<file path="config.mk">
export PLATFORM = sky130hd
export DESIGN_NAME = modbus_write_register_response_check_top
export DESIGN_NICKNAME = d
export VERILOG_FILES = /design/src/design/mwrc_pkg.sv /design/src/design/mwrc_parser.sv /design/src/design/modbus_write_register_response_check_top.sv
export SDC_FILE = /design/constraint.sdc
export NUM_CORES = 1
export LEC_CHECK = 0
export BUFFER_PORTS_ARGS = -buffer_cell sky130_fd_sc_hd__buf_4
export CAP_MARGIN = 20
export CORE_UTILIZATION = 40
export DETAILED_ROUTE_END_ITERATION = 12
export SLEW_MARGIN = 25
export SYNTH_ARGS = -nofsm -noshare
export SYNTH_HDL_FRONTEND = slang
export SYNTH_HIERARCHICAL = 1
export SYNTH_SLANG_ARGS = --single-unit
</file>
<file path="constraint.sdc">
create_clock -name clk -period 3.4 [get_ports clk]
set_input_delay 0.34 -clock clk [delete_from_list [all_inputs] [get_ports clk]]
set_output_delay 0.34 -clock clk [all_outputs]
set_load 0.02 [all_outputs]
</file>
<file path="src/design/mwrc_pkg.sv">
// ----------------------------------------------------------------------------
// mwrc_pkg: shared definitions for the write-register response checker
// Frame phase codes, status codes, register indexes, result type and the
// Modbus CRC-16 byte update.
// ----------------------------------------------------------------------------
`default_nettype none

package mwrc_pkg;

	// Configuration register indexes.
	localparam logic [1:0] CFG_SLAVE_ADDR = 2'd0;
	localparam logic [1:0] CFG_REG_ADDR   = 2'd1;

	// Result status codes.
	localparam logic [1:0] STATUS_OK       = 2'd0;
	localparam logic [1:0] STATUS_CRC_ERR  = 2'd1;
	localparam logic [1:0] STATUS_REG_MISM = 2'd2;

	// Frame constants.
	localparam logic [7:0]  FUNC_WRITE_SINGLE = 8'h06;
	localparam logic [15:0] CRC_INIT          = 16'hFFFF;
	localparam logic [15:0] CRC_POLY          = 16'hA001;

	// Frame phase, one-hot.
	typedef enum logic [4:0] {
		PH_HUNT  = 5'b00001,
		PH_FUNC  = 5'b00010,
		PH_REG   = 5'b00100,
		PH_VALUE = 5'b01000,
		PH_CRC   = 5'b10000
	} phase_t;

	// One result beat from the frame parser.
	typedef struct packed {
		logic        valid;
		logic [1:0]  status;
		logic [15:0] echoed_value;
		logic [15:0] computed_crc;
	} result_beat_t;

	// Reflected CRC-16 update with one byte, all eight bit steps unrolled.
	function automatic logic [15:0] crc_feed(input logic [15:0] crc, input logic [7:0] b);
		logic [15:0] c;
		c = crc ^ {8'h00, b};
		for (int k = 0; k < 8; k++) begin
			if (c[0]) begin
				c = (c >> 1) ^ CRC_POLY;
			end else begin
				c = c >> 1;
			end
		end
		return c;
	endfunction

endpackage

`default_nettype wire

</file>
<file path="src/design/mwrc_parser.sv">
// ----------------------------------------------------------------------------
// mwrc_parser: frame state machine and running CRC
// Consumes one byte per step and produces at most one result beat.
// ----------------------------------------------------------------------------
`default_nettype none

module mwrc_parser (
	input  wire logic                  clk,
	input  wire logic                  arst_n,
	input  wire logic                  step_en,
	input  wire logic [7:0]            byte_in,
	input  wire logic [7:0]            slave_addr,
	input  wire logic [15:0]           reg_addr,
	output mwrc_pkg::result_beat_t     res
);
	import mwrc_pkg::*;

	phase_t      phase_q, phase_d;
	logic        idx_q, idx_d;
	logic [15:0] crc_q, crc_d;
	logic [7:0]  reg_hi_q, reg_hi_d;
	logic [15:0] value_q, value_d;
	logic [7:0]  crc_lo_q, crc_lo_d;
	logic [15:0] crc_fed;
	logic [15:0] reg_full;

	assign crc_fed  = crc_feed(crc_q, byte_in);
	assign reg_full = {reg_hi_q, byte_in};

	// Next-state and result logic for one received byte.
	always_comb begin
		phase_d  = phase_q;
		idx_d    = idx_q;
		crc_d    = crc_q;
		reg_hi_d = reg_hi_q;
		value_d  = value_q;
		crc_lo_d = crc_lo_q;
		res      = '0;
		case (phase_q)
			PH_FUNC: begin
				if (byte_in != FUNC_WRITE_SINGLE) begin
					phase_d = PH_HUNT;
					idx_d   = 1'b0;
					crc_d   = CRC_INIT;
				end else begin
					crc_d   = crc_fed;
					phase_d = PH_REG;
					idx_d   = 1'b0;
				end
			end
			PH_REG: begin
				crc_d = crc_fed;
				if (!idx_q) begin
					reg_hi_d = byte_in;
					idx_d    = 1'b1;
				end else if (reg_full != reg_addr) begin
					res.valid  = 1'b1;
					res.status = STATUS_REG_MISM;
					phase_d    = PH_HUNT;
					idx_d      = 1'b0;
					crc_d      = CRC_INIT;
				end else begin
					phase_d = PH_VALUE;
					idx_d   = 1'b0;
				end
			end
			PH_VALUE: begin
				crc_d = crc_fed;
				if (!idx_q) begin
					value_d = {byte_in, 8'h00};
					idx_d   = 1'b1;
				end else begin
					value_d = {value_q[15:8], byte_in};
					phase_d = PH_CRC;
					idx_d   = 1'b0;
				end
			end
			PH_CRC: begin
				if (!idx_q) begin
					crc_lo_d = byte_in;
					idx_d    = 1'b1;
				end else begin
					res.valid        = 1'b1;
					res.status       = ((crc_lo_q == crc_q[7:0]) && (byte_in == crc_q[15:8]))
						? STATUS_OK : STATUS_CRC_ERR;
					res.echoed_value = value_q;
					res.computed_crc = {crc_q[7:0], crc_q[15:8]};
					phase_d          = PH_HUNT;
					idx_d            = 1'b0;
					crc_d            = CRC_INIT;
				end
			end
			default: begin
				// Hunting: zero bytes and foreign addresses are skipped.
				idx_d   = 1'b0;
				crc_d   = CRC_INIT;
				phase_d = PH_HUNT;
				if ((byte_in != 8'h00) && (byte_in == slave_addr)) begin
					crc_d   = crc_feed(CRC_INIT, byte_in);
					phase_d = PH_FUNC;
				end
			end
		endcase
		if (!step_en) begin
			res = '0;
		end
	end

	// Control state.
	always_ff @(posedge clk or negedge arst_n) begin
		if (!arst_n) begin
			phase_q <= PH_HUNT;
			idx_q   <= 1'b0;
			crc_q   <= CRC_INIT;
		end else if (step_en) begin
			phase_q <= phase_d;
			idx_q   <= idx_d;
			crc_q   <= crc_d;
		end
	end

	// Held frame fields.
	always_ff @(posedge clk or negedge arst_n) begin
		if (!arst_n) begin
			reg_hi_q <= 8'h00;
			value_q  <= 16'h0000;
			crc_lo_q <= 8'h00;
		end else if (step_en) begin
			reg_hi_q <= reg_hi_d;
			value_q  <= value_d;
			crc_lo_q <= crc_lo_d;
		end
	end

endmodule

`default_nettype wire

</file>
<file path="src/design/modbus_write_register_response_check_top.sv">
// ----------------------------------------------------------------------------
// modbus_write_register_response_check_top: write-single-register response check
// Watches received bytes for a function 6 response and reports its outcome.
// ----------------------------------------------------------------------------
// Usage:
//   Received serial bytes enter one per beat on the input channel (in_valid,
//   in_stall, rx_byte). The block hunts for slave_addr, then checks function
//   code 6, the register address against reg_addr, takes the echoed value and
//   checks the CRC. A register mismatch or a complete frame gives one result
//   beat (status, echoed_value, computed_crc); other bytes give none.
//   Configuration writes on cfg_valid/cfg_ready/cfg_index/cfg_data are always
//   taken; index 0 is slave_addr, index 1 is reg_addr, others are ignored.
//   A result passes the input register, then the result register. Throughput is
//   one byte per cycle while no held result stalls the input, set by the parser
//   step with its unrolled CRC.
//   Reset puts the parser in the hunting state with slave_addr 1, reg_addr 0.
//   When the receiver stalls, the result is held; one more byte is taken into
//   the input register, after which in_stall rises until the result leaves.
// ----------------------------------------------------------------------------
`default_nettype none

module modbus_write_register_response_check_top (
	input  wire logic        clk,
	input  wire logic        arst_n,
	input  wire logic        in_valid,
	output logic             in_stall,
	input  wire logic [7:0]  rx_byte,
	output logic             out_valid,
	input  wire logic        out_stall,
	output logic [1:0]       status,
	output logic [15:0]      echoed_value,
	output logic [15:0]      computed_crc,
	input  wire logic        cfg_valid,
	output logic             cfg_ready,
	input  wire logic [1:0]  cfg_index,
	input  wire logic [15:0] cfg_data
);
	import mwrc_pkg::*;

	logic         s1_valid;
	logic [7:0]   byte_s1;
	logic [7:0]   slave_addr_q;
	logic [15:0]  reg_addr_q;
	logic         out_free;
	logic         step_en;
	logic         out_valid_q;
	result_beat_t res;

	assign out_free  = !out_valid_q || !out_stall;
	assign step_en   = s1_valid && out_free;
	assign in_stall  = s1_valid && !out_free;
	assign cfg_ready = 1'b1;
	assign out_valid = out_valid_q;

	// Configuration registers.
	always_ff @(posedge clk or negedge arst_n) begin
		if (!arst_n) begin
			slave_addr_q <= 8'd1;
			reg_addr_q   <= 16'd0;
		end else if (cfg_valid && cfg_ready) begin
			case (cfg_index)
				CFG_SLAVE_ADDR: slave_addr_q <= cfg_data[7:0];
				CFG_REG_ADDR:   reg_addr_q   <= cfg_data;
				default: ;
			endcase
		end
	end

	// Input register.
	always_ff @(posedge clk or negedge arst_n) begin
		if (!arst_n) begin
			s1_valid <= 1'b0;
		end else if (!in_stall) begin
			s1_valid <= in_valid;
		end
	end

	always_ff @(posedge clk) begin
		if (in_valid && !in_stall) begin
			byte_s1 <= rx_byte;
		end
	end

	// Frame parser.
	mwrc_parser u_parser (
		.clk        (clk),
		.arst_n     (arst_n),
		.step_en    (step_en),
		.byte_in    (byte_s1),
		.slave_addr (slave_addr_q),
		.reg_addr   (reg_addr_q),
		.res        (res)
	);

	// Result register.
	always_ff @(posedge clk or negedge arst_n) begin
		if (!arst_n) begin
			out_valid_q <= 1'b0;
		end else if (out_free) begin
			out_valid_q <= res.valid;
		end
	end

	always_ff @(posedge clk) begin
		if (out_free && res.valid) begin
			status       <= res.status;
			echoed_value <= res.echoed_value;
			computed_crc <= res.computed_crc;
		end
	end

	// A result beat only comes from a parser step.
	a_res_needs_step: assert property (@(posedge clk) disable iff (!arst_n)
		res.valid |-> step_en)
		else $error("parser result without a step");

	// A new result is loaded only after a byte was processed.
	a_rose_after_step: assert property (@(posedge clk) disable iff (!arst_n)
		$rose(out_valid_q) |-> $past(step_en))
		else $error("result appeared without a processed byte");

	// Status never carries the unused code.
	a_status_code: assert property (@(posedge clk) disable iff (!arst_n)
		out_valid_q |-> (status == STATUS_OK || status == STATUS_CRC_ERR ||
			status == STATUS_REG_MISM))
		else $error("invalid status code");

	// Input stalls only while a byte waits behind a held result.
	a_stall_cause: assert property (@(posedge clk) disable iff (!arst_n)
		in_stall |-> (s1_valid && out_valid_q && out_stall))
		else $error("input stall without a held result");

endmodule

`default_nettype wire
</file>
==> flow_metrics.env <==
export IMPL_post_cts_resize_count=0
export IMPL_hold_viol=25
export IMPL_diodes=0
export IMPL_dieHeight_um=121.0
export IMPL_ys_ff_latch=122
export IMPL_rsz0062_at_grt="no"
export IMPL_worstRegToRegCells=8
export IMPL_drt_iter0_drc=214
export IMPL_dr_pass1_iters=5
export IMPL_cts_max_level=4
export IMPL_fin_cells=726
export IMPL_syn_area_mm2=0.005667
export IMPL_slew_violations=0
export IMPL_dpl_instance_area_mm2=0.006277
export IMPL_grt_pass1_vias=3613
export IMPL_max_slew_margin_rel_pct=49.72
export IMPL_overflow=0
export IMPL_setup_viol=0
export IMPL_hold_slack_ns=-0.03103
export IMPL_r2r_start="byte_s1[0]$_DFFE_PP_"
export IMPL_die_area_mm2=0.01465
export IMPL_yosys_warnings=6
export IMPL_ios=68
export IMPL_start_kind="flip-flop"
export IMPL_post_route_util_pct=49.53
export IMPL_final_area_mm2=0.006849
export IMPL_clock_sinks=122
export IMPL_grt_pass1_wl_um=19990
export IMPL_cts_hold_buffers=0
export IMPL_cp_max_fo=6
export IMPL_dp_cells=694
export IMPL_seqPwrFrac_pct=43.8
export IMPL_critPathKind="reg2reg"
export IMPL_power_density_mw_per_mm2=562.3
export IMPL_synthCells=467
export IMPL_ff2ff_setup_slack_ns=0.77
export IMPL_area_growth_pct=20.87
export IMPL_cts_buffer_depth=2
export IMPL_fin_crit_ns=2.631
export IMPL_row_count=43
export IMPL_final_nets=570
export IMPL_clk_latency_ns=0.42
export IMPL_worstSetupStartpoint="byte_s1[0]$_DFFE_PP_"
export IMPL_synth_main_ff_cell="dfrtp_1"
export IMPL_die_w_um=121.0
export IMPL_numCtsBuffers=17
export IMPL_period_share_pct=77.38
export IMPL_wl_um=12340
export IMPL_drive_gt1_share_pct=26.01
export IMPL_worstPathRequired_ns=3.73
export IMPL_cts_tree="yes"
export IMPL_cp_end_kind="flip-flop"
export IMPL_tightest_slew_ns=0.7542
export IMPL_fmax_ghz=0.3801
export IMPL_fill_cells=1250
export IMPL_grtUsageTotal_pct=18.59
export IMPL_status="complete, but fails checks"
export IMPL_ys_types=43
export IMPL_p_int_mw=2.964
export IMPL_vias_per_cell=4.917
export IMPL_clk_pin_slew_ns=0.05
export IMPL_route_vias_total=3570
export IMPL_cap_violations=0
export IMPL_swShare_pct=23.03
export IMPL_ant_nets=0
export IMPL_r2r_end="u_parser/crc_q[15]$_DFFE_PN1P_"
export IMPL_place_congestion=0.8118
export IMPL_ctsRootBufferMaster="clkbuf_16"
export IMPL_core_mm2=0.01383
export IMPL_hpwl_um=8547
export IMPL_setup_tns_ns=0
export IMPL_final_common_cell="buf_4"
export IMPL_seq_area_frac_synth_pct=57.98
export IMPL_antenna_found_initial=0
export IMPL_p_leak_nw=2.911
export IMPL_final_cell_mix="buf_4 (69), dfrtp_1 (62), xnor2_1 (58), nand2_1 (55)"
export IMPL_violations="negative hold slack"
export IMPL_drcViolationCount=0
export IMPL_max_vdd_ir_drop_v=0.0002953
export IMPL_power_share_clock_pct=45.4
export IMPL_wl_per_cell_um=17.00
export IMPL_portBuffers=66
export IMPL_synth_edff_count=42
export IMPL_syn_nets=504
export IMPL_combPwrFrac_pct=10.7
export IMPL_fin_skew_ns=0.009221
export IMPL_avgSynthCellArea_um2=12.13
export IMPL_start_util_pct=40.98
export IMPL_cp_data_arrival_time_ns=2.96
export IMPL_grt_max_degree=81
export IMPL_p_switching_mw=0.8867
export IMPL_postCtsSetupBuffers=0
export IMPL_ys_async_sr_fraction_pct=65.57
export IMPL_hold_class="in2async"
[cell usage after synthesis (3+ instances only)]
master    number  area share [%]
and2_1        35             3.9
buf_4          3            0.40
buf_6          4            0.79
clkbuf_1      13            0.86
dfrtp_1       62              27
dfstp_2       18             8.3
edfxtp_1      42              22
ha_1           6             1.3
inv_1         12            0.79
mux2_2        25             5.0
nand2_1       55             3.6
nand2b_1       7            0.77
nand3_1        4            0.35
nand4_1       13             1.4
nor2_1         9            0.60
o21ai_0       42             3.7
o22a_1         5            0.77
o22ai_1       10             1.1
o31ai_1        9             1.2
xnor2_1       58             9.0
xor2_1         8             1.2
[metal layers]
metal	global-route usage [%]	vias to the layer above	part of all wire (%)
met3	4.981	8	5.0
met2	27.75	105	46
li1	-	1747	-
met1	26.04	1710	49
met5	0	-	0
met4	6.404	0	0.89
[critical path, cell delays in order (launching register included)]
cell and delay (ns):
edfxtp_1 0.65, inv_1 0.30, ha_1 0.39, xor2_1 0.18, xnor2_1 0.17, xnor2_1 0.39, xnor2_1 0.19, o22ai_1 0.09
o21ai_0 0.18
[how the worst max path moves through the flow]
stage / to / slack [ns] / cells past startpoint
4_1_cts: u_parser/crc_q[15]$_DFFE_PN1P_ / 0.76 / 8
5_1_grt: u_parser/crc_q[15]$_DFFE_PN1P_ / 0.62 / 8
3_3_place_gp: u_parser/crc_q[15]$_DFFE_PN1P_ / 0.81 / 8
3_5_place_dp: u_parser/crc_q[15]$_DFFE_PN1P_ / 0.79 / 8
2_1_floorplan: computed_crc[0]$_DFFE_PP_ / 1.02 / 7
6_report: u_parser/crc_q[15]$_DFFE_PN1P_ / 0.77 / 8
[cell families (layout without fill, tap and decap cells)]
logic type,count (synthesis),in the layout,share of synthesized area [%]
compound gates,73,73,7.706
xor+xnor,72,72,12.52
fa+ha+maj,6,6,1.325
buf+inv,36,115,3.334
flops,122,122,57.98
mux,25,25,4.968
other cells,1,1,0.06618
simple gates,132,132,12.10
[per-stage QoR]
| step | hold WS [ns] | power, mW | setup slack, ns |
|---|---|---|---|
| 6_report | -0.03103 | 3.851 | 0.7692 |
| 5_1_grt | 0.04443 | 3.992 | 0.6156 |
| 4_1_cts | 0.08335 | 3.886 | 0.7589 |
| 3_5_place_dp | 0.4610 | 2.129 | 0.7862 |
| 3_3_place_gp | 0.4526 | 2.119 | 0.8140 |
| 2_1_floorplan | 0.04441 | 1.996 | 1.018 |
[sequential cells by signal, summed over array words and instances, names as in the netlist]
signal	cells
status	2
u_parser/phase_q	5
u_parser/crc_q	16
computed_crc	16
slave_addr_q	8
s1_valid	1
out_valid	1
u_parser/value_q	16
u_parser/reg_hi_q	8
u_parser/idx_q	1
echoed_value	16
u_parser/crc_lo_q	8
byte_s1	8
reg_addr_q	16
[layout make-up]
| class | count | area (µm²) | area share, % |
|---|---|---|---|
| multi-input cells | 309 | 2192 | 32.01 |
| inverters | 13 | 48.80 | 0.7125 |
| flip-flops and latches | 122 | 3286 | 47.97 |
| clock inverters | 11 | 127.6 | 1.863 |
| well taps | 180 | 225.2 | 3.288 |
| clock buffers | 21 | 440.4 | 6.430 |
| repair buffers | 70 | 529.3 | 7.727 |
[power by group through the flow]
stage	combinational [mW]	clock [mW]	sequential [mW]
after floorplan	0.328	0	1.67
after CTS	0.417	1.78	1.69
after global routing	0.452	1.84	1.70
final	0.413	1.75	1.69
after detailed placement	0.414	0	1.72
after global placement	0.409	0	1.71
No activity file was read; power rests on OpenSTA's default activity.
